**config.mk**
```make
export PLATFORM = sky130hd
export DESIGN_NAME = bis_block_ram
export DESIGN_NICKNAME = d
export VERILOG_FILES = /design/src/sv/bis_pkg.sv /design/src/sv/bis_block_ram.sv
export SDC_FILE = /design/constraint.sdc
export NUM_CORES = 1
export LEC_CHECK = 0
export BUFFER_PORTS_ARGS = -buffer_cell sky130_fd_sc_hd__buf_2
export CAP_MARGIN = 15
export CORE_UTILIZATION = 35
export CTS_BUF_LIST = sky130_fd_sc_hd__clkbuf_8
export CTS_CLUSTER_DIAMETER = 150
export DETAILED_ROUTE_END_ITERATION = 6
export GPL_ROUTABILITY_DRIVEN = 0
export REMOVE_ABC_BUFFERS = 1
export SLEW_MARGIN = 20
export SYNTH_ARGS = -nofsm -noshare
export SYNTH_HDL_FRONTEND = slang
export SYNTH_SLANG_ARGS = --single-unit
```
**constraint.sdc**
```tcl
create_clock -name aclk -period 2.8 [get_ports aclk]
set_clock_uncertainty 0.15 [all_clocks]
set_input_delay 0.14 -clock aclk [delete_from_list [all_inputs] [get_ports aclk]]
set_output_delay 0.14 -clock aclk [all_outputs]
set_load 0.03 [all_outputs]
```
**src/sv/bis_pkg.sv**
```systemverilog
package bis_pkg;

    localparam int MAX_ELEMENTS_DEF = 1024;
    localparam int MAX_BLOCKS_DEF   = 16;

    localparam int DATA_W = 32;
    localparam int CMD_W  = 2;
    localparam int RES_W  = 11;

    typedef enum logic [CMD_W-1:0] {
        CMD_BMAX  = 2'd0,
        CMD_ELEM  = 2'd1,
        CMD_QUERY = 2'd2,
        CMD_CLEAR = 2'd3
    } cmd_t;

    typedef struct packed {
        logic elem_we;
        logic elem_re;
        logic bmax_we;
        logic size_we;
        logic blk_re;
        logic size_clear;
    } mem_ctl_t;

endpackage

```
**src/sv/bis_block_ram.sv**
```systemverilog
module bis_block_ram #(
    parameter int MAX_ELEMENTS = bis_pkg::MAX_ELEMENTS_DEF,
    parameter int MAX_BLOCKS   = bis_pkg::MAX_BLOCKS_DEF
) (
    input  logic                                            aclk,
    input  logic                                            aresetn,
    input  bis_pkg::mem_ctl_t                               ctl,
    input  logic [((MAX_BLOCKS > 1) ? $clog2(MAX_BLOCKS) : 1)-1:0] addr,
    input  logic [bis_pkg::DATA_W-1:0]                      bmax_wdata,
    input  logic [$clog2(MAX_ELEMENTS+1)-1:0]               size_wdata,
    output logic [bis_pkg::DATA_W-1:0]                      bmax_rdata,
    output logic [$clog2(MAX_ELEMENTS+1)-1:0]               size_rdata
);

    localparam int EW = $clog2(MAX_ELEMENTS + 1);

    logic [bis_pkg::DATA_W-1:0] bmax_mem [MAX_BLOCKS];
    logic [EW-1:0]              size_mem [MAX_BLOCKS];
    logic [MAX_BLOCKS-1:0]      size_valid_reg;
    logic [bis_pkg::DATA_W-1:0] bmax_rd_reg;
    logic [EW-1:0]              size_rd_reg;
    logic                       size_vld_rd_reg;

    always_ff @(posedge aclk) begin
        if (ctl.bmax_we) begin
            bmax_mem[addr] <= bmax_wdata;
        end
        if (ctl.size_we) begin
            size_mem[addr] <= size_wdata;
        end
        if (ctl.blk_re) begin
            bmax_rd_reg <= bmax_mem[addr];
            size_rd_reg <= size_mem[addr];
        end
    end

    always_ff @(posedge aclk) begin
        if (!aresetn) begin
            size_valid_reg  <= '0;
            size_vld_rd_reg <= 1'b0;
        end else begin
            if (ctl.size_clear) begin
                size_valid_reg <= '0;
            end else if (ctl.size_we) begin
                size_valid_reg[addr] <= 1'b1;
            end
            if (ctl.blk_re) begin
                size_vld_rd_reg <= size_valid_reg[addr];
            end
        end
    end

    assign bmax_rdata = bmax_rd_reg;
    assign size_rdata = size_vld_rd_reg ? size_rd_reg : '0;

endmodule

```
==> results of run 1 <==
cell usage in the layout, fill, tap and decap left out, types with 2 or more instances in the layout:
master	count
inv_1	43
nand2b_1	2
mux4_1	21
nor2b_1	2
and2_1	11
nand2_1	5
dfxtp_1	17
clkbuf_8	114
nor2_4	16
buf_12	28
mux4_2	198
or2_2	2
dlygate4sd3_1	49
inv_6	3
nor2_1	17
bufinv_16	2
nand3_1	2
edfxtp_1	731
buf_4	34
o21a_1	16
buf_2	92
nand3b_1	2
clkinv_1	30
clkinv_2	5
repair_timing:
action / 4_1_cts / 5_1_grt
buffers inserted: 0 / 0
hold buffers: 49 / 0
resized for setup: 0 / 0
hold endpoints to repair: 900 / 0
area by class of cell:
type / count / area share, %
sequential: 748 / 67.7
multi-input combinational: 299 / 16.9
timing repair buffer: 205 / 5.44
clock buffer: 114 / 4.76
tap: 1050 / 3.99
clock inverter: 85 / 1.23
antenna: 1 / 0.00760
worst max-delay path by stage:
stage	depth (start not counted)	end	start
floorplan	2	bmax_mem[1][0]	addr[2]
global placement	4	bmax_rdata[9]	addr[0]
detailed placement	4	bmax_rdata[4]	addr[0]
CTS	2	size_rdata[6]	size_vld_rd_reg
global route	2	size_rdata[6]	size_vld_rd_reg
finish	2	size_rdata[6]	size_vld_rd_reg
routing by layer:
| metal | GRT usage [%] | up-vias |
|---|---|---|
| met5 | 0 | - |
| met2 | 24.6 | 465 |
| met3 | 3.33 | 89 |
| met4 | 3.88 | 4 |
| met1 | 21.3 | 6807 |
| li1 | - | 5331 |
kinds of logic after synthesis:
kind of cell / count (synthesis) / synth area share (%)
mux: 221 / 17.9
buf+inv: 56 / 1.38
flops: 748 / 79.3
compound gates: 19 / 0.489
simple gates: 59 / 0.974
worst max-delay path: cells and delay by family, from the launching register on:
family,cells,cell delay (ns)
and+or+nand+nor,1,0.26
DFF,1,0.71
buffers and inverters,1,0.21
Yosys cell counts (2+ instances only):
master | n | share of area [%]
edfxtp_1 | 731 | 78
mux4_2 | 198 | 16
nor2_1 | 33 | 0.44
mux4_1 | 21 | 2.0
clkbuf_1 | 19 | 0.25
dfxtp_1 | 17 | 1.2
buf_2 | 16 | 0.28
buf_6 | 16 | 0.64
o21a_1 | 16 | 0.43
and2_1 | 11 | 0.24
nand2_1 | 5 | 0.067
buf_8 | 3 | 0.16
nand2b_1 | 2 | 0.044
nand3_1 | 2 | 0.036
nand3b_1 | 2 | 0.053
nor2b_1 | 2 | 0.044
or2_2 | 2 | 0.044
power by group through the flow:
stage               logic, mW  registers [mW]  clock network, mW
floorplan               0.503            12.9                  0
global placement         1.20            12.9                  0
detailed placement       1.23            12.9                  0
CTS                      1.29            12.7               8.19
global route             1.35            12.7               8.63
finish                   1.26            12.7               7.95
==> results.py, run 1 <==
metrics = {
    "run_status": {
        "status": "completed",
    },
    "pwr": {
        "seqPwrFrac_pct": 57.9,
        "power.share.switching_pct": 21.9,
        "vdd_drop_max_v": 0.000443,
        "cellLeakagePower_nw": 10.6,
        "power.total_mw": 21.9,
        "powerDensity_nw_per_um2": 664,
        "comb_power_share_pct": 5.8,
        "intPower_mw": 17.1,
        "p_switching_mw": 4.78,
        "clkPwrFrac_pct": 36.4,
    },
    "routing": {
        "drcViolationCount": 0,
        "firstDrtPassIters": 5,
        "vias": 12700,
        "wl_met1_microns": 26500,
        "wl_microns": 61800,
        "wl_met2_microns": 29900,
        "ant_nets": 0,
        "highest_layer": "met5",
        "drtIter0Drc": 1157,
        "wl_met3_microns": 4430,
        "viasPerCell": 5.07,
        "wl_per_cell_microns": 24.7,
    },
    "worst_setup_path": {
        "ff2ff_path_depth": 2,
        "rrSetupSlack_ns": 0.99,
        "crit_fanout": 12,
        "setup.worst_path.start_class": "flop",
        "crit_type": "flop to primary output",
        "crit_slowest_cell": "dfxtp_1",
        "rr_endpoint": "bmax_rdata[2]",
        "rr_startpoint": "bmax_mem[9][2]",
        "cp_cell_sequence": "and2_1 -> buf_2",
        "arrival_ns": 1.86,
        "slowest_delay_ns": 0.71,
        "required_ns": 2.51,
        "cp-end-kind": "primary output",
    },
    "min_path": {
        "whs_endpoint": "size_vld_rd_reg",
        "hold_path_depth": 4,
        "hp-start": "aresetn",
        "min_path_type": "input pin to flop",
    },
    "global_route": {
        "grt_start_max_net_pins": 53,
        "grt.total_usage_pct": 15.3,
        "grt_overflow": 0,
        "grt_pass1_vias": 13300,
        "antenna_found_initial": 3,
        "grt_pass1_wl_microns": 90100,
    },
    "layout": {
        "ff_latch_area_sq_um": 22300,
        "largest_register_ffs": 512,
        "area_growth_pct": 17.1,
        "n_fill_cell": 6824,
        "fin_area_sq_um": 32900,
        "largest-register": "bmax_mem",
        "multi_input_area_sq_um": 5560,
        "layout.cells.non_filler": 2502,
        "drive_gt1_share_pct": 34.4,
        "finish.utilization_pct": 41.6,
        "fin_nets": 1422,
    },
    "die": {
        "core_area_sq_um": 79300,
        "fp.dieArea_sq_um": 81500,
        "start_util_pct": 35.5,
        "io_pins": 98,
        "die_y_microns": 285,
        "row_count": 103,
        "die_w_microns": 285,
    },
    "logic_synthesis": {
        "syn-cell-area_sq_um": 28100,
        "synth_seq_area_share_pct": 79.3,
        "ys_ff_latch": 748,
        "synthArstFlopShare_pct": 0,
        "ys.flop_type": "edfxtp_1",
        "netlist_instances": 1103,
        "synth_edf_count": 731,
        "ys_types": 24,
        "ys_warn_count": 0,
        "avgSynthCellArea_sq_um": 25.5,
    },
    "sta": {
        "rsz0062_at_grt": "no",
        "worst-slew-pin-transition_ns": 1.01,
        "hold_slack_ns": 0.150,
        "relSlewSlack_pct": 32.2,
        "fin_crit_ns": 2.15,
        "fmax_ghz": 0.464,
        "finalWorstSetupSlack_ns": 0.647,
        "hold_violations": 0,
        "setup_viol": 0,
        "final-max-slew-violation-count": 0,
        "period_share_pct": 76.9,
        "finalSetupTns_ns": 0,
    },
    "placement": {
        "dp_cells": 2253,
        "port_buffers": 95,
        "dpl_worst_slack_ns": 0.437,
        "dpl_cell_area_sq_um": 30500,
        "dp_hpwl_microns": 31800,
    },
    "clock_tree": {
        "root_buffer": "clkbuf_8",
        "clk_path_buf_depth": 3,
        "numCtsBuffers": 113,
        "cts_htree_levels": 3,
        "clk_latency_ns": 0.70,
        "cts_tree": "yes",
        "clk_pin_slew_worst_paths_ns": 0.06,
        "cts_sinks": 748,
    },
    "flow_run": {
        "maxCapViolCount": 0,
    },
}
No activity file was read; power rests on OpenSTA's default activity.
==> inputs of run 2 (changes only) <==
==> constraint.sdc (replaced) <==
create_clock -name aclk -period 2.1 [get_ports aclk]
set_clock_uncertainty 0.15 [all_clocks]
set_input_delay 0.105 -clock aclk [delete_from_list [all_inputs] [get_ports aclk]]
set_output_delay 0.105 -clock aclk [all_outputs]
set_load 0.03 [all_outputs]
==> run 2 against run 1 <==
  * Cell count grew 2.2%
  * Critical path depth rose by 7
  * First-iteration DRC count shrank 5.2%
  * Clock power is 41% higher
  * Register-to-register slack lost 0.70 ns
  * Flip-flop and latch count stayed put
  * Largest power group unchanged
==> results.py, run 2 (synthesis gave the netlist of run 1 again) <==
metrics = {
    "run_status": {
        "status": "completed",
    },
    "layout": {
        "final_cell_mix": "edfxtp_1 (731), mux4_2 (198), clkbuf_8 (116), buf_2 (92), buf_12 (57)",
        "layout.cells.non_filler": 2558,
        "largest_register_ffs": 512,
        "drive_gt1_share_pct": 37.7,
        "layout_commonest_cell": "edfxtp_1",
        "ff_latch_area_sq_um": 22300,
        "n_fill_cell": 6809,
        "finish.utilization_pct": 42.7,
        "area_growth_pct": 20.3,
        "fin_nets": 1471,
        "largest-register": "bmax_mem",
        "multi_input_area_sq_um": 5570,
    },
    "routing": {
        "viasPerCell": 5.05,
        "drtIter0Drc": 1097,
        "vias": 12900,
        "wl_microns": 63500,
        "wl_per_cell_microns": 24.8,
        "ant_nets": 0,
        "drcViolationCount": 0,
        "firstDrtPassIters": 5,
    },
    "min_path": {
        "hp-start": "bmax_wdata[24]",
        "whs_endpoint": "bmax_mem[0][24]",
        "min_path_type": "input pin to flop",
        "hold_path_depth": 2,
    },
    "pwr": {
        "power.total_mw": 29.9,
        "intPower_mw": 23.3,
        "power.share.switching_pct": 22.1,
        "seqPwrFrac_pct": 56.5,
        "cellLeakagePower_nw": 11.0,
        "comb_power_share_pct": 6.0,
        "clkPwrFrac_pct": 37.5,
        "powerDensity_nw_per_um2": 882,
        "vdd_drop_max_v": 0.000645,
        "p_switching_mw": 6.60,
    },
    "die": {
        "row_count": 103,
        "start_util_pct": 35.5,
        "fp.dieArea_sq_um": 81500,
        "io_pins": 98,
        "die_y_microns": 285,
        "die_w_microns": 285,
        "core_area_sq_um": 79300,
    },
    "global_route": {
        "grt_pass1_vias": 13800,
        "grt.total_usage_pct": 15.8,
        "grt_pass1_wl_microns": 93100,
        "grt_start_max_net_pins": 46,
        "antenna_found_initial": 3,
        "grt_overflow": 0,
    },
    "worst_setup_path": {
        "ff2ff_path_depth": 2,
        "crit_slowest_cell": "dlygate4sd3_1",
        "slowest_delay_ns": 0.55,
        "required_ns": 2.52,
        "cp_cell_sequence": "dlygate4sd3_1 -> buf_6 -> buf_12 -> nor2_2 -> nand2_1 -> nor2_1 -> buf_12 -> o21a_1 -> dlygate4sd3_1",
        "rr_startpoint": "bmax_mem[9][29]",
        "cp-end-kind": "flop",
        "critPathBufInv": 5,
        "crit_fanout": 27,
        "setup.worst_path.start_class": "input pin",
        "arrival_ns": 2.43,
        "crit_type": "input pin to flop",
        "rrSetupSlack_ns": 0.29,
        "cp_top_family": "buffers and inverters",
        "rr_endpoint": "bmax_rdata[29]",
        "worstSetupStartpoint": "addr[1]",
    },
    "sta": {
        "hold_violations": 0,
        "worst-slew-pin-transition_ns": 0.623,
        "period_share_pct": 95.4,
        "setup_viol": 0,
        "finalSetupTns_ns": 0,
        "fmax_ghz": 0.499,
        "rsz0062_at_grt": "no",
        "relSlewSlack_pct": 58.4,
        "final-max-slew-violation-count": 0,
        "fin_crit_ns": 2.00,
    },
    "clock_tree": {
        "cts_htree_levels": 3,
        "cts_sinks": 748,
        "clk_path_buf_depth": 3,
        "numCtsBuffers": 111,
        "root_buffer": "clkbuf_8",
        "clk_pin_slew_worst_paths_ns": 0.07,
        "cts_tree": "yes",
        "post-cts-setup-buffers": 0,
        "clk_latency_ns": 0.72,
    },
    "placement": {
        "dp_cells": 2300,
        "dp_hpwl_microns": 35300,
        "port_buffers": 95,
    },
    "flow_run": {
        "maxCapViolCount": 0,
    },
}
[run 2: metrics by stage]
stage | setup slack (ns) | hold slack (ns) | cell area, sq um
floorplan | -0.314 | 0.0539 | 27700
detailed placement | -0.0787 | 0.261 | 31200
global placement | -0.0689 | 0.264 | 31200
CTS | 0.0910 | 0.0914 | 33800
finish | 0.0968 | 0.159 | 33800
global route | 0.0417 | 0.136 | 33800
[run 2: worst register-to-register path: cells and delay by family, from the launching register on]
family / cells / cell delay (ns)
multiplexers: 2 / 1.01
flip-flops: 1 / 0.36
[run 2: metal layers]
layer,track usage [%],vias to the layer above,share of wire (%)
met4,4.06,4,1.6
li1,-,5447,-
met5,0,-,0.043
met1,22.1,6953,43
met3,2.81,95,5.6
met2,25.8,407,50
[run 2: cell type report]
type / instances / area share, %
antenna: 1 / 0.00740
clock buffer: 116 / 4.72
clock inverter: 88 / 1.52
multi-input combinational: 299 / 16.5
sequential: 748 / 65.9
tap: 1050 / 3.88
timing repair buffer: 256 / 7.53
[run 2: worst max-delay path by stage]
| stage | end | cells past startpoint | slack (ns) |
|---|---|---|---|
| after global routing | size_valid_reg[4] | 9 | 0.04 |
| final | size_valid_reg[4] | 9 | 0.1 |
| after floorplan | bmax_mem[1][0] | 2 | -0.31 |
| after global placement | bmax_rdata[4] | 4 | -0.07 |
| after CTS | size_rdata[6] | 2 | 0.09 |
| after detailed placement | bmax_rdata[4] | 4 | -0.08 |
[run 2: power groups by stage]
| stage | sequential, mW | clock [mW] | combinational, mW |
|---|---|---|---|
| CTS | 16.9 | 11.4 | 1.83 |
| floorplan | 17.3 | 0 | 0.671 |
| finish | 16.9 | 11.2 | 1.79 |
| detailed placement | 17.2 | 0 | 1.73 |
| global route | 16.9 | 12.1 | 1.91 |
| global placement | 17.2 | 0 | 1.70 |
[run 2: timing repair]
item | 4_1_cts | 5_1_grt
hold buffers | 53 | 0
setup endpoints to repair | 11 | 1
gates cloned | 0 | 0
gates resized for setup | 1 | 1
hold endpoints to repair | 990 | 0
==> inputs of run 3 (changes only) <==
--- a/config.mk
+++ b/config.mk
@@ -6,12 +6,14 @@
 export NUM_CORES = 1
 export LEC_CHECK = 0
 export BUFFER_PORTS_ARGS = -buffer_cell sky130_fd_sc_hd__buf_2
-export CAP_MARGIN = 15
+export CAP_MARGIN = 30
+export CORE_MARGIN = 4
 export CORE_UTILIZATION = 35
 export CTS_BUF_LIST = sky130_fd_sc_hd__clkbuf_8
 export CTS_CLUSTER_DIAMETER = 150
 export DETAILED_ROUTE_END_ITERATION = 6
 export GPL_ROUTABILITY_DRIVEN = 0
+export RECOVER_POWER = 50
 export REMOVE_ABC_BUFFERS = 1
 export SLEW_MARGIN = 20
 export SYNTH_ARGS = -nofsm -noshare
==> run 3 against run 2 <==
  * Flip-flop and latch count unchanged
  * Final area down 1.6%
  * Wire length down 0.48%
  * Fmax up 1.6%
  * Total power down 1.1%
  * Clock-buffer cell count unchanged
  * Cell count down 0.90%
  * Sequential power about the same
  * Critical endpoint is now bmax_rdata[29]
  * Largest cell class unchanged
==> results.py, run 3 (synthesis gave the netlist of run 1 again) <==
metrics = {
    "global_route": {
        "grt_pass1_wl_microns": 93700,
        "antenna_found_initial": 5,
        "grt_overflow": 0,
        "grt_start_max_net_pins": 31,
        "grt.total_usage_pct": 15.0,
        "grt_pass1_vias": 13800,
    },
    "die": {
        "core_area_sq_um": 79300,
        "row_count": 103,
        "die_w_microns": 291,
        "start_util_pct": 35.5,
        "die_y_microns": 291,
        "fp.dieArea_sq_um": 85000,
        "io_pins": 98,
    },
    "routing": {
        "drtIter0Drc": 1158,
        "wl_microns": 63200,
        "wl_per_cell_microns": 24.9,
        "drcViolationCount": 0,
        "vias": 12800,
        "firstDrtPassIters": 5,
        "viasPerCell": 5.06,
        "ant_nets": 0,
    },
    "layout": {
        "area_growth_pct": 18.4,
        "largest-register": "bmax_mem",
        "drive_gt1_share_pct": 32.1,
        "final_cell_mix": "edfxtp_1 (731), mux4_2 (198), clkbuf_8 (116), clkbuf_1 (56), dlygate4sd3_1 (51)",
        "largest_register_ffs": 512,
        "multi_input_area_sq_um": 5560,
        "finish.utilization_pct": 42.0,
        "fin_nets": 1449,
        "ff_latch_area_sq_um": 22300,
        "n_fill_cell": 6900,
        "layout_commonest_cell": "edfxtp_1",
    },
    "clock_tree": {
        "clk_pin_slew_worst_paths_ns": 0.06,
        "clk_latency_ns": 0.71,
        "cts_tree": "yes",
        "clk_path_buf_depth": 3,
        "numCtsBuffers": 112,
        "root_buffer": "clkbuf_8",
        "cts_htree_levels": 3,
        "post-cts-setup-buffers": 0,
        "cts_sinks": 748,
    },
    "pwr": {
        "cellLeakagePower_nw": 10.6,
        "power.total_mw": 29.5,
        "vdd_drop_max_v": 0.000590,
        "powerDensity_nw_per_um2": 887,
    },
    "worst_setup_path": {
        "crit_type": "input pin to flop",
        "cp-end-kind": "flop",
        "arrival_ns": 2.24,
        "setup.worst_path.start_class": "input pin",
        "crit_fanout": 30,
        "required_ns": 2.36,
    },
    "run_status": {
        "status": "completed",
    },
    "sta": {
        "setup_viol": 0,
        "rsz0062_at_grt": "no",
        "fmax_ghz": 0.507,
        "worst-slew-pin-transition_ns": 0.869,
        "hold_violations": 0,
        "fin_crit_ns": 1.97,
        "final-max-slew-violation-count": 0,
        "period_share_pct": 93.9,
        "relSlewSlack_pct": 42.1,
    },
    "placement": {
        "port_buffers": 95,
        "dp_hpwl_microns": 35400,
    },
    "flow_run": {
        "maxCapViolCount": 0,
    },
    "min_path": {
        "min_path_type": "input pin to flop",
    },
}
==> run 3: timing repair <==
item | CTS | global route
hold endpoints to repair | 925 | 0
gates resized for setup | 1 | 0
hold buffers | 51 | 0
setup endpoints to repair | 11 | 0
==> run 3: worst max-delay path, stage by stage <==
cell and delay, ns:
dlygate4sd3_1 0.55, buf_6 0.39, buf_4 0.32, mux4_2 0.33, mux4_2 0.47
==> run 3: final timing paths <==
check,startpoint,slack (ns),cells past startpoint,to
hold reg to reg,size_valid_reg[14],0.31,1,size_valid_reg[14]
hold / removal,ctl[3],0.09,5,bmax_mem[10][24]
setup reg to reg,bmax_mem[11][6],0.29,2,bmax_rdata[6]
setup / recovery,addr[1],0.13,5,bmax_rdata[29]
==> run 3: through the flow <==
step / setup TNS, ns / hold WS [ns] / instance area (sq um) / cells / setup WS [ns]
global route: 0 / 0.0556 / 33300 / 2530 / 0.0790
finish: 0 / 0.0914 / 33300 / 2535 / 0.129
floorplan: -108.75 / 0.0539 / 27700 / 1047 / -0.314
detailed placement: -2.17 / 0.257 / 30900 / 2279 / -0.0670
CTS: 0 / 0.00304 / 33400 / 2530 / 0.0672
global placement: -1.10 / 0.270 / 30900 / 2279 / -0.0473
==> run 3: power by group <==
group	internal [mW]	leakage, nW	switching [mW]
registers	16.8	6.77	0.103
clock network	5.57	1.18	5.36
logic	0.758	2.67	0.954
==> run 3: layer usage <==
layer	vias up	part of all wire [%]	track usage, %	wire length (microns)
li1	5403	-	-	-
met1	6962	43	20.6	27500
met2	365	49	24.3	31000
met3	101	5.5	3.27	3500
met5	-	0	0	0
met4	0	2.0	3.90	1240
==> run 3: cell type report <==
| cell class | instances | share of cell area, % |
|---|---|---|
| Antenna cell | 5 | 0.0376 |
| Sequential cell | 748 | 66.9 |
| Tap cell | 1050 | 3.95 |
| Multi-Input combinational cell | 299 | 16.7 |
| Timing Repair Buffer | 233 | 6.23 |
| Clock inverter | 84 | 1.33 |
| Clock buffer | 116 | 4.79 |
