==> config.mk <==
export PLATFORM = sky130hd
export DESIGN_NAME = bis_ctrl
export DESIGN_NICKNAME = d
export VERILOG_FILES = /design/src/sv/bis_pkg.sv /design/src/sv/bis_ctrl.sv
export SDC_FILE = /design/constraint.sdc
export NUM_CORES = 1
export LEC_CHECK = 0
export ABC_AREA = 1
export ABC_CLOCK_PERIOD_IN_PS = 3700
export BUFFER_PORTS_ARGS = -buffer_cell sky130_fd_sc_hd__buf_2
export CORE_MARGIN = 4
export CORE_UTILIZATION = 45
export DETAILED_ROUTE_END_ITERATION = 16
export PLACE_DENSITY = 0.7
export SLEW_MARGIN = 20
export SYNTH_ARGS = -nofsm -noshare
export SYNTH_HDL_FRONTEND = slang
export SYNTH_SLANG_ARGS = --single-unit
==> constraint.sdc <==
create_clock -name aclk -period 3.7 [get_ports aclk]
set_input_delay 0.185 -clock aclk [delete_from_list [all_inputs] [get_ports aclk]]
set_output_delay 0.185 -clock aclk [all_outputs]
set_load 0.05 [all_outputs]
==> src/sv/bis_pkg.sv <==
package bis_pkg;

    localparam int MAX_ELEMENTS_DEF = 1024;
    localparam int MAX_BLOCKS_DEF   = 16;

    localparam int DATA_W = 32;
    localparam int CMD_W  = 2;
    localparam int RES_W  = 11;

    typedef enum logic [CMD_W-1:0] {
        CMD_BMAX  = 2'd0,
        CMD_ELEM  = 2'd1,
        CMD_QUERY = 2'd2,
        CMD_CLEAR = 2'd3
    } cmd_t;

    typedef struct packed {
        logic elem_we;
        logic elem_re;
        logic bmax_we;
        logic size_we;
        logic blk_re;
        logic size_clear;
    } mem_ctl_t;

endpackage

==> src/sv/bis_ctrl.sv <==
module bis_ctrl #(
    parameter int MAX_ELEMENTS = bis_pkg::MAX_ELEMENTS_DEF,
    parameter int MAX_BLOCKS   = bis_pkg::MAX_BLOCKS_DEF
) (
    input  logic                                            aclk,
    input  logic                                            aresetn,
    input  logic                                            s_valid,
    output logic                                            s_ready,
    input  logic [bis_pkg::CMD_W-1:0]                       s_cmd,
    input  logic [bis_pkg::DATA_W-1:0]                      s_value,
    output logic                                            m_valid,
    input  logic                                            m_ready,
    output logic                                            m_found,
    output logic [bis_pkg::RES_W-1:0]                       m_position,
    output logic [bis_pkg::RES_W-1:0]                       m_comparisons,
    output bis_pkg::mem_ctl_t                               ctl,
    output logic [$clog2(MAX_ELEMENTS)-1:0]                 elem_addr,
    input  logic [bis_pkg::DATA_W-1:0]                      elem_rdata,
    output logic [((MAX_BLOCKS > 1) ? $clog2(MAX_BLOCKS) : 1)-1:0] blk_addr,
    output logic [bis_pkg::DATA_W-1:0]                      wr_value,
    output logic [$clog2(MAX_ELEMENTS+1)-1:0]               size_wdata,
    input  logic [bis_pkg::DATA_W-1:0]                      bmax_rdata,
    input  logic [$clog2(MAX_ELEMENTS+1)-1:0]               size_rdata
);

    localparam int EA  = $clog2(MAX_ELEMENTS);
    localparam int EW  = $clog2(MAX_ELEMENTS + 1);
    localparam int BA  = (MAX_BLOCKS > 1) ? $clog2(MAX_BLOCKS) : 1;
    localparam int BW  = $clog2(MAX_BLOCKS + 1);
    localparam int CW  = $clog2(MAX_ELEMENTS + MAX_BLOCKS + 2);
    localparam int PXW = (EW > bis_pkg::RES_W) ? EW : bis_pkg::RES_W;
    localparam int CXW = (CW > bis_pkg::RES_W) ? CW : bis_pkg::RES_W;

    typedef enum logic [5:0] {
        ST_IDLE = 6'b000001,
        ST_ELEM = 6'b000010,
        ST_IDX  = 6'b000100,
        ST_SCAN = 6'b001000,
        ST_CMP  = 6'b010000,
        ST_OUT  = 6'b100000
    } state_t;

    state_t                     state_reg, state_next;
    logic [EW-1:0]              ecount_reg, ecount_next;
    logic [BW-1:0]              bmcount_reg, bmcount_next;
    logic [BA-1:0]              cb_reg, cb_next;
    logic [EW-1:0]              cur_size_reg, cur_size_next;
    logic [bis_pkg::DATA_W-1:0] val_reg, val_next;
    logic [BA-1:0]              blk_reg, blk_next;
    logic [CW-1:0]              cmp_reg, cmp_next;
    logic [EW-1:0]              before_reg, before_next;
    logic [EW-1:0]              pos_reg, pos_next;
    logic [EW-1:0]              rem_reg, rem_next;
    logic                       res_found_reg, res_found_next;
    logic [bis_pkg::RES_W-1:0]  res_pos_reg, res_pos_next;
    logic [bis_pkg::RES_W-1:0]  res_cmp_reg, res_cmp_next;
    logic                       m_valid_reg, m_valid_next;
    logic                       m_found_reg, m_found_next;
    logic [bis_pkg::RES_W-1:0]  m_pos_reg, m_pos_next;
    logic [bis_pkg::RES_W-1:0]  m_cmp_reg, m_cmp_next;

    logic                       advance;
    logic [BA-1:0]              cb_new;
    logic [EW-1:0]              size_new;
    logic [PXW-1:0]             pos_ext;
    logic [CXW-1:0]             cmp_ext;

    always_comb begin
        advance  = ((BW'(cb_reg) + BW'(1)) < bmcount_reg) &&
                   ($signed(bmax_rdata) < $signed(val_reg));
        cb_new   = advance ? BA'(cb_reg + BA'(1)) : cb_reg;
        size_new = advance ? EW'(1) : EW'(cur_size_reg + EW'(1));
        pos_ext  = PXW'(pos_reg + EW'(1));
        cmp_ext  = CXW'(cmp_reg);
    end

    always_comb begin
        state_next     = state_reg;
        ecount_next    = ecount_reg;
        bmcount_next   = bmcount_reg;
        cb_next        = cb_reg;
        cur_size_next  = cur_size_reg;
        val_next       = val_reg;
        blk_next       = blk_reg;
        cmp_next       = cmp_reg;
        before_next    = before_reg;
        pos_next       = pos_reg;
        rem_next       = rem_reg;
        res_found_next = res_found_reg;
        res_pos_next   = res_pos_reg;
        res_cmp_next   = res_cmp_reg;
        m_valid_next   = m_valid_reg && !m_ready;
        m_found_next   = m_found_reg;
        m_pos_next     = m_pos_reg;
        m_cmp_next     = m_cmp_reg;
        ctl            = '0;
        elem_addr      = EA'(pos_reg);
        blk_addr       = blk_reg;
        wr_value       = val_reg;
        size_wdata     = size_new;

        case (state_reg)
            ST_IDLE: begin
                if (s_valid) begin
                    val_next = s_value;
                    case (bis_pkg::cmd_t'(s_cmd))
                        bis_pkg::CMD_BMAX: begin
                            if (bmcount_reg < BW'(MAX_BLOCKS)) begin
                                ctl.bmax_we  = 1'b1;
                                blk_addr     = BA'(bmcount_reg);
                                wr_value     = s_value;
                                bmcount_next = BW'(bmcount_reg + BW'(1));
                            end
                        end
                        bis_pkg::CMD_ELEM: begin
                            if (ecount_reg < EW'(MAX_ELEMENTS)) begin
                                ctl.blk_re = 1'b1;
                                blk_addr   = cb_reg;
                                state_next = ST_ELEM;
                            end
                        end
                        bis_pkg::CMD_QUERY: begin
                            cmp_next    = CW'(1);
                            before_next = '0;
                            blk_next    = '0;
                            if (bmcount_reg == '0) begin
                                res_found_next = 1'b0;
                                res_pos_next   = '0;
                                res_cmp_next   = '0;
                                state_next     = ST_OUT;
                            end else begin
                                ctl.blk_re = 1'b1;
                                blk_addr   = '0;
                                state_next = ST_IDX;
                            end
                        end
                        bis_pkg::CMD_CLEAR: begin
                            ctl.size_clear = 1'b1;
                            ecount_next    = '0;
                            bmcount_next   = '0;
                            cb_next        = '0;
                            cur_size_next  = '0;
                        end
                        default: begin
                        end
                    endcase
                end
            end
            ST_ELEM: begin
                ctl.elem_we   = 1'b1;
                elem_addr     = EA'(ecount_reg);
                wr_value      = val_reg;
                ctl.size_we   = 1'b1;
                blk_addr      = cb_new;
                size_wdata    = size_new;
                cb_next       = cb_new;
                cur_size_next = size_new;
                ecount_next   = EW'(ecount_reg + EW'(1));
                state_next    = ST_IDLE;
            end
            ST_IDX: begin
                if ($signed(val_reg) > $signed(bmax_rdata)) begin
                    cmp_next    = CW'(cmp_reg + CW'(1));
                    before_next = EW'(before_reg + size_rdata);
                    if ((BW'(blk_reg) + BW'(1)) >= bmcount_reg) begin
                        res_found_next = 1'b0;
                        res_pos_next   = '0;
                        res_cmp_next   = '0;
                        state_next     = ST_OUT;
                    end else begin
                        blk_next   = BA'(blk_reg + BA'(1));
                        ctl.blk_re = 1'b1;
                        blk_addr   = BA'(blk_reg + BA'(1));
                    end
                end else begin
                    pos_next   = before_reg;
                    rem_next   = size_rdata;
                    state_next = ST_SCAN;
                end
            end
            ST_SCAN: begin
                if ((rem_reg == '0) || (pos_reg >= ecount_reg)) begin
                    res_found_next = 1'b0;
                    res_pos_next   = '0;
                    res_cmp_next   = '0;
                    state_next     = ST_OUT;
                end else begin
                    ctl.elem_re = 1'b1;
                    elem_addr   = EA'(pos_reg);
                    cmp_next    = CW'(cmp_reg + CW'(1));
                    state_next  = ST_CMP;
                end
            end
            ST_CMP: begin
                if (elem_rdata == val_reg) begin
                    res_found_next = 1'b1;
                    res_pos_next   = pos_ext[bis_pkg::RES_W-1:0];
                    res_cmp_next   = cmp_ext[bis_pkg::RES_W-1:0];
                    state_next     = ST_OUT;
                end else begin
                    pos_next   = EW'(pos_reg + EW'(1));
                    rem_next   = EW'(rem_reg - EW'(1));
                    state_next = ST_SCAN;
                end
            end
            ST_OUT: begin
                if (!m_valid_reg || m_ready) begin
                    m_valid_next = 1'b1;
                    m_found_next = res_found_reg;
                    m_pos_next   = res_pos_reg;
                    m_cmp_next   = res_cmp_reg;
                    state_next   = ST_IDLE;
                end
            end
            default: begin
                state_next = ST_IDLE;
            end
        endcase
    end

    always_ff @(posedge aclk) begin
        if (!aresetn) begin
            state_reg    <= ST_IDLE;
            ecount_reg   <= '0;
            bmcount_reg  <= '0;
            cb_reg       <= '0;
            cur_size_reg <= '0;
            m_valid_reg  <= 1'b0;
        end else begin
            state_reg    <= state_next;
            ecount_reg   <= ecount_next;
            bmcount_reg  <= bmcount_next;
            cb_reg       <= cb_next;
            cur_size_reg <= cur_size_next;
            m_valid_reg  <= m_valid_next;
        end
    end

    always_ff @(posedge aclk) begin
        val_reg       <= val_next;
        blk_reg       <= blk_next;
        cmp_reg       <= cmp_next;
        before_reg    <= before_next;
        pos_reg       <= pos_next;
        rem_reg       <= rem_next;
        res_found_reg <= res_found_next;
        res_pos_reg   <= res_pos_next;
        res_cmp_reg   <= res_cmp_next;
        m_found_reg   <= m_found_next;
        m_pos_reg     <= m_pos_next;
        m_cmp_reg     <= m_cmp_next;
    end

    assign s_ready       = (state_reg == ST_IDLE);
    assign m_valid       = m_valid_reg;
    assign m_found       = m_found_reg;
    assign m_position    = m_pos_reg;
    assign m_comparisons = m_cmp_reg;

endmodule

==> summary.md, run 1 <==
The worst setup path is captured at a primary output. At the worst endpoint, the arrival time is 3.17 ns. The share of total power dissipated in combinational logic is 41.6%. After synthesis, the share of flip-flops with an asynchronous set or reset is 0%.

The path class of the tightest hold or removal check is in2reg. Final critical path time including I/O delays and setup: 3.36 ns. The die covers 0.0249 mm2. The clock passes through at most 2 buffers. Timing analysis after detailed placement gives a worst setup slack of 0.608 ns. Counting the buffers created by CTS gives 17. The post-route netlist has 19.6% of its cells at a drive strength greater than 1. The clock arrives with 0.00956 ns of skew. The post-route non-filler standard cell count is 1764.

The via count of the first global-routing pass is 8394. In the final design database the tool counted 1659 nets. Detailed placement ended at an HPWL of 19.8 mm.

The relative slew slack is 45.7%. Relative to the synthesized area, the layout overhead comes to 22.3%. Dividing total power by cell area gives a power density of 633 mW/mm2. Synthesis handed over a netlist of 1230 instances. The number of different library cells used by synthesis comes to 50.

Number of stages on the worst hold path: 2. The worst setup slack for register-to-register paths is 0.73 ns, and the maximum cell stage delay along the critical path is 0.50 ns. The portion of synthesized area spent on multiplexers is 0%.

The floorplan step set the die height to 158 um. The run gives 1699 as the number of cells after detailed placement. The total vias in the final route is 8971. After detailed routing, the average wire length per cell comes to 14.6 um. Summing the areas of all fa, ha and maj instances in the mapped netlist gives 9.48% of the synthesized area.

The H-tree level count was 4; the Yosys warning count was 0. The total overflow left after global routing is 0. Setup repair after global routing left no endpoint under its margin. Origin of the worst min-delay path: aresetn. The share of the Yosys chip area taken by registers is 45.0%.

For this run, the leading register cell type out of synthesis is sky130_fd_sc_hd__edfxtp_1. Cell at the root of the clock tree: sky130_fd_sc_hd__clkbuf_16. The number of detailed-routing iterations run before antenna repair is 5, and the first-iteration detailed-routing DRC count is 743. The biggest area contributor in the post-synthesis netlist is sky130_fd_sc_hd__edfxtp_1.

The number of rows created at floorplan was 54. The initial antenna violation count is 2. The parity-gate share of the synthesized area counting xor and xnor cells is 2.95%, and the worst setup margin is 0.341 ns.

The count of nets left with antenna violations after detail routing is 0, and the wire length of the first global-routing pass is 40.3 mm. Clock latency on the worst-skew pair, taken at its later pin, is 0.42 ns. STA classifies the critical path startpoint as a flop. The tools report the number of hold violations in the final report as 0.

With fillers left out, the area of the finished cells amounts to 0.0124 mm2. In this run the critical register-to-register path is captured at res_pos_reg[10]$_SDFFCE_PN0P_. Sorting the synthesized cells by area gives the leading types as sky130_fd_sc_hd__edfxtp_1, sky130_fd_sc_hd__nand2_1, sky130_fd_sc_hd__ha_1. The logs give 298 MHz for the achievable frequency and 47 for the largest net degree at the start of global routing. The cell with the largest stage delay on the worst path was sky130_fd_sc_hd__a21oi_1. Summing the areas of all compound-gate instances in the mapped netlist gives 9.72% of the synthesized area. In this run, synthesis inferred 126 flip-flops with an integrated enable.

The average instance in the mapped netlist occupies 8.22 um2. The initial utilization of the core area, before any placement, comes to 46.0%. The run gives 0 as the final max-slew violation count.

The global placement routability congestion was 0.907. Yosys instantiated no cell more often than sky130_fd_sc_hd__nand2_1. Setup violations remaining at the end of the flow were counted as 0. Maximum net fanout on the critical path: 8. For the final routed database, the setup TNS stands at 0 ns.

The number of buffers and inverters on the critical path came out at 1. TritonCTS built the clock tree. The run finished with clean final reports.

The worst setup path is of the reg2out kind. Internal power comes to 4.53 mW. Clock-pin slew of the registers on the worst-case setup and hold paths: 0.07 ns.

Cells fill 56.3% of the core in the end. In this run, flip-flops and latches consume 36.8% of the power. Sorting the synthesized cells by how often they occur yields sky130_fd_sc_hd__nand2_1, sky130_fd_sc_hd__inv_1, sky130_fd_sc_hd__edfxtp_1. The mapped netlist covers 0.0101 mm2.

The worst register-to-register path begins at val_reg[31]$_DFFE_PP_. For this run, the total global-route usage over all layers was measured as 20.2%. The core region is 0.0220 mm2. For the worst hold margin, the log shows 0.0591 ns. The total detailed-routing wirelength is 25.8 mm. Of the post-synthesis cell area, the dominant cell type holds 37.4%. Traced cell by cell, the critical path runs through ha_1, nand2_1, nor2_1, and2_2, a21oi_1, nand2_1, a21oi_1, nand4_1, nand3_1, nand4_1, buf_2. The worst hold path terminates at state_reg[0]$_SDFFE_PN1P_. Across the VDD grid, the largest voltage drop is 431 uV. In this run the post-CTS setup repair buffer count came out at 0. Buffers placed on the I/O ports in this run total 200.

The average via count per standard cell works out to 5.09. During I/O placement, the number of pins put on the boundary was 201. The required time of the critical path was 3.51 ns. The power dissipated by switching net loads was 3.29 mW. For the pin with the worst max-slew slack, the measured transition is 0.813 ns. Dividing the final minimum period by the clock period gives 90.8%. The run gives 0 as the number of max-cap violations. Fraction of power spent switching nets: 42.1%. The tools report the overall power after layout as 7.83 mW.

CTS saw 164 sinks. The clock network burns 21.6% of the power. The number of cells traversed by the worst register-to-register path was 13. The family with the most delay on the worst path was simple AND/OR/NAND/NOR gates. The register with the most flip-flops in the layout has 32 of them. By area, the combinational part of the netlist is dominated by simple AND/OR/NAND/NOR gates. The analysis attributes to cell leakage a power of 5.74 nW.

Synthesis produced a netlist with a net count of 1419. In this run the horizontal extent of the chip is 158 um. The share of synthesized cell area in and, or, nand and nor gates is 24.1%.

The count of state elements after synthesis was 164. After detailed routing, the number of remaining DRC violations is 0. The placed instance area came out at 0.0115 mm2.
cell type report:
cell class	count	area, um2
diodes	1	2.50
clock buffers	20	437
clock inverters	12	120
fillers	1970	9590
inverters	209	785
multi-input cells	833	4710
flip-flops and latches	164	4540
well taps	280	350
repair buffers	245	1420
placed cells by master, fill, tap and decap left out, types with 14 or more instances in the layout:
cell,n
sky130_fd_sc_hd__a21oi_1,79
sky130_fd_sc_hd__nand4_1,28
sky130_fd_sc_hd__nand2_1,301
sky130_fd_sc_hd__clkbuf_16,17
sky130_fd_sc_hd__nor3_1,19
sky130_fd_sc_hd__buf_2,200
sky130_fd_sc_hd__nor2_1,99
sky130_fd_sc_hd__dfxtp_1,38
sky130_fd_sc_hd__nand3_1,48
sky130_fd_sc_hd__xnor2_1,21
sky130_fd_sc_hd__inv_2,14
sky130_fd_sc_hd__inv_1,193
sky130_fd_sc_hd__edfxtp_1,126
sky130_fd_sc_hd__o21ai_0,66
sky130_fd_sc_hd__dlygate4sd3_1,32
sky130_fd_sc_hd__ha_1,75
worst max-delay path by stage:
stage                              from                      endpoint  cells after the start  slack (ns)
2_1_floorplan  blk_reg[0]$_SDFFCE_PN0P_  res_cmp_reg[0]$_SDFFCE_PN0P_                      7        0.13
3_3_place_gp      val_reg[31]$_DFFE_PP_  res_pos_reg[6]$_SDFFCE_PN0P_                     13        0.69
3_5_place_dp      val_reg[31]$_DFFE_PP_  res_cmp_reg[0]$_SDFFCE_PN0P_                     13        0.61
4_1_cts           val_reg[31]$_DFFE_PP_                 size_wdata[5]                     11        0.24
5_1_grt           val_reg[31]$_DFFE_PP_                   blk_addr[3]                     11        0.02
6_report          val_reg[31]$_DFFE_PP_                   blk_addr[0]                     11        0.34
kinds of logic after synthesis:
group,count (synthesis)
buffers and inverters,233
DFF,164
adders and majority gates,76
xor gates and xnor gates,34
and+or+nand+nor,543
AOI/OAI and AO/OA,180
timing repair:
action	CTS	global route
hold buffers	32	0
endpoints found under the setup margin	0	4
resized for setup	0	1
endpoints found under the hold margin	32	0
layer usage:
metal	wire length (um)	track usage [%]
met1	11600	26.7
met2	12100	34.1
met3	1590	3.47
met4	478	6.31
met5	13	0
power by group through the flow:
stage	sequential (mW)	combinational [mW]	clock, mW
floorplan	2.86	2.37	0
global placement	2.89	3.17	0
detailed placement	2.92	3.22	0
CTS	2.88	3.26	1.72
global route	2.93	3.59	1.79
finish	2.88	3.26	1.69
(Power assumes the default switching activity.)
==> run 2: changes to the inputs <==
--- a/config.mk
+++ b/config.mk
@@ -12,6 +12,7 @@
 export CORE_UTILIZATION = 45
 export DETAILED_ROUTE_END_ITERATION = 16
 export PLACE_DENSITY = 0.7
+export REMOVE_ABC_BUFFERS = 1
 export SLEW_MARGIN = 20
 export SYNTH_ARGS = -nofsm -noshare
 export SYNTH_HDL_FRONTEND = slang
==> summary.md, run 2 (synthesized netlist as in run 1, its figures left out) <==
The class of the most critical hold timing path is in2reg. Once layout is done, the placed cells without fillers occupy 0.0123 mm2. Setup violations remaining at the end of the flow were counted as 0. The number of max-cap violations was 0. The part of the power in registers is 36.9%, and the detailed-route wire length per cell is 14.6 um. The origin of the worst min-delay path was aresetn. The capture endpoint of the worst hold path was state_reg[0]$_SDFFE_PN1P_. The library cells used most frequently in the layout, excluding fill and tap cells, are sky130_fd_sc_hd__nand2_1, sky130_fd_sc_hd__buf_2, sky130_fd_sc_hd__inv_1. The worst setup path is launched from a flop.

Measured on the finished design, the core utilization comes to 56.2%. TritonCTS built the clock tree. Combinational logic burns 41.8% of the power. For this design the top-level I/O count stands at 201.

After layout, the worst setup slack is 0.306 ns. The startpoint of the worst register-to-register path was val_reg[31]$_DFFE_PP_. The congestion estimate from routability-driven global placement came to 0.905. The first routing iteration left 460 violations. The sink count of the clock tree was 164.

Counting the buffers created by CTS gives 17. Along the worst hold path, the cell count comes to 2. Clock latency on the worst-skew pair: 0.43 ns.

Setup repair after global routing left no endpoint under its margin. Entering global routing, the biggest net connects 47 pins. The relative slew slack is 47.4%.

For the final max-slew violation count, the log shows 0. Summed over all nets, the switching power comes to 3.36 mW. The peak supply drop was 575 uV.

Worst setup slack for register-to-register paths: 0.68 ns. Of the cells placed in the final design, the portion with a size suffix greater than 1 is 19.7%. The tools report the arrival time of data at the critical path endpoint as 3.21 ns. The layout has 2031 filler cells.

In this run the critical register-to-register path is captured at res_cmp_reg[10]$_SDFFCE_PN0P_. The total global routing overflow came out at 0. The achievable frequency was 295 MHz.

The number of cells traversed by the worst register-to-register path was 13. The run gives 0 as the initial antenna violation count. The tools report the starting density of the core as 46.0%. After legalization and detailed placement, the total HPWL measured 19.6 mm.

The worst setup path is captured at a primary output. Of all nets on the critical path, the largest fanout is 20. The count of nets left with antenna violations after detail routing is 0, and the final-stage net count is 1658. Before antenna repair, the detailed router went through 5 iterations. The average via count per standard cell was 5.04. The sum of negative setup slack was 0 ns. The run finished with clean final reports. The run gives 0.532 ns as the worst-case setup slack after placement.

The required time of the critical path is 3.51 ns. For the power share of the clock group, the log shows 21.3%. The share of the clock period used by the worst path is 91.7%, and the worst hold margin is 0.0561 ns. The via count of the first global-routing pass is 8620. The wire length of the first global-routing pass is 41.1 mm, and the area added between synthesis and finish is 22.2%. The die covers 0.0249 mm2. In this run the standard cell core region covers 0.0220 mm2. In this run the core area contains 54 standard-cell rows. Including well taps, the total number of placed cells is 1698. For the final database, setup skew stands at 0.0114 ns.

In this run the static leakage power is 5.72 nW. The critical path is of the reg2out type. The chip width is 158 um, and the total vias in the final route is 8880. The repair_antennas step left the layout with diodes totalling 0.

The H-tree generated during clock tree synthesis spans 4 levels. Once placement finished, the instance area stood at 0.0115 mm2. The height of the die is 158 um, and the pin slew with the least headroom to its limit is 0.788 ns.

The number of hold violations in the final report is 0. Leaving out fill and tap cells, the most frequent cell in the layout is sky130_fd_sc_hd__nand2_1. Cell at the root of the clock tree: sky130_fd_sc_hd__clkbuf_16. Power spread over the standard cell area amounts to 633 mW/mm2.

Across every metal layer, demand over resource in global routing totals 20.7%. The logs give 4.45 mW for the internal power consumption and 7.81 mW for the overall power after layout. The final critical path time including I/O delays and setup is 3.39 ns. After detailed routing, the total wire length is 25.8 mm. For this run, design rule violations remaining after detail routing come to 0. After the flow finishes, the layout carries non-filler instances totaling 1762. The count of input and output buffers was 200. The largest buffer count on any clock path is 2, and the clock-pin slew of the registers on the worst-case setup and hold paths is 0.07 ns. The number of flip-flops in the largest register is 32, and the fraction of power spent switching nets is 43.0%.
[run 2: cell types whose count changed in the layout (fill, tap and decap cells not counted)]
cell / before / now
sky130_fd_sc_hd__inv_8: 1 / 2
sky130_fd_sc_hd__diode_2: 1 / 0
sky130_fd_sc_hd__a21oi_2: 2 / 3
sky130_fd_sc_hd__clkbuf_1: 3 / 2
sky130_fd_sc_hd__bufinv_16: 1 / 0
sky130_fd_sc_hd__clkinv_2: 2 / 1
sky130_fd_sc_hd__clkinv_4: 2 / 3
sky130_fd_sc_hd__a21oi_1: 79 / 78
sky130_fd_sc_hd__clkinvlp_4: 1 / 2
sky130_fd_sc_hd__buf_4: 13 / 12
[run 2: metal layers]
layer / wire (um) / share of wire [%] / track usage, %
met1: 11700 / 45 / 27.2
met2: 12300 / 48 / 35.1
met3: 1130 / 4.4 / 2.62
met4: 669 / 2.6 / 7.46
met5: 0 / 0 / 0
[run 2: power by group through the flow]
stage                     clock network, mW  registers, mW  logic (mW)
final                                  1.66           2.88        3.27
after global routing                   1.77           2.93        3.60
after CTS                              1.69           2.88        3.26
after detailed placement                  0           2.92        3.22
after global placement                    0           2.90        3.16
after floorplan                           0           2.86        2.34
[run 2: repair_timing]
action                     in CTS  in global routing
setup endpoints to repair       0                  5
resized for setup               0                  2
hold buffers                   32                  0
hold endpoints to repair       32                  0
setup buffers                   0                  0
[run 2: area by class of cell]
type | instances | area [um2] | area share (%)
clock buffers | 19 | 433 | 3.51
well taps | 280 | 350 | 2.84
clock inverters | 13 | 113 | 0.912
multi-input cells | 833 | 4710 | 38.2
inverters | 209 | 785 | 6.35
repair buffers | 244 | 1410 | 11.4
flip-flops and latches | 164 | 4540 | 36.8
[run 2: how the worst max path moves through the flow]
stage	cells past startpoint	to	from	slack, ns
finish	12	blk_addr[3]	val_reg[31]$_DFFE_PP_	0.31
global route	14	blk_addr[0]	val_reg[31]$_DFFE_PP_	0.06
CTS	12	blk_addr[3]	val_reg[31]$_DFFE_PP_	0.19
detailed placement	13	res_cmp_reg[10]$_SDFFCE_PN0P_	val_reg[31]$_DFFE_PP_	0.53
global placement	13	res_cmp_reg[10]$_SDFFCE_PN0P_	val_reg[31]$_DFFE_PP_	0.64
floorplan	4	elem_addr[0]	state_reg[3]$_SDFFE_PN0P_	-1.58
[run 2: worst max-delay path: stages (launching register included)]
cell                       delay, ns
sky130_fd_sc_hd__edfxtp_1       0.44
sky130_fd_sc_hd__ha_1           0.37
sky130_fd_sc_hd__nand2_1        0.11
sky130_fd_sc_hd__nor2_1         0.06
sky130_fd_sc_hd__and2_2         0.18
sky130_fd_sc_hd__a21oi_1        0.25
sky130_fd_sc_hd__nand3_2        0.31
sky130_fd_sc_hd__nand4_1        0.19
sky130_fd_sc_hd__buf_4          0.25
sky130_fd_sc_hd__nand2_1        0.07
sky130_fd_sc_hd__nand3_1        0.13
sky130_fd_sc_hd__nand4_1        0.17
sky130_fd_sc_hd__buf_2          0.26
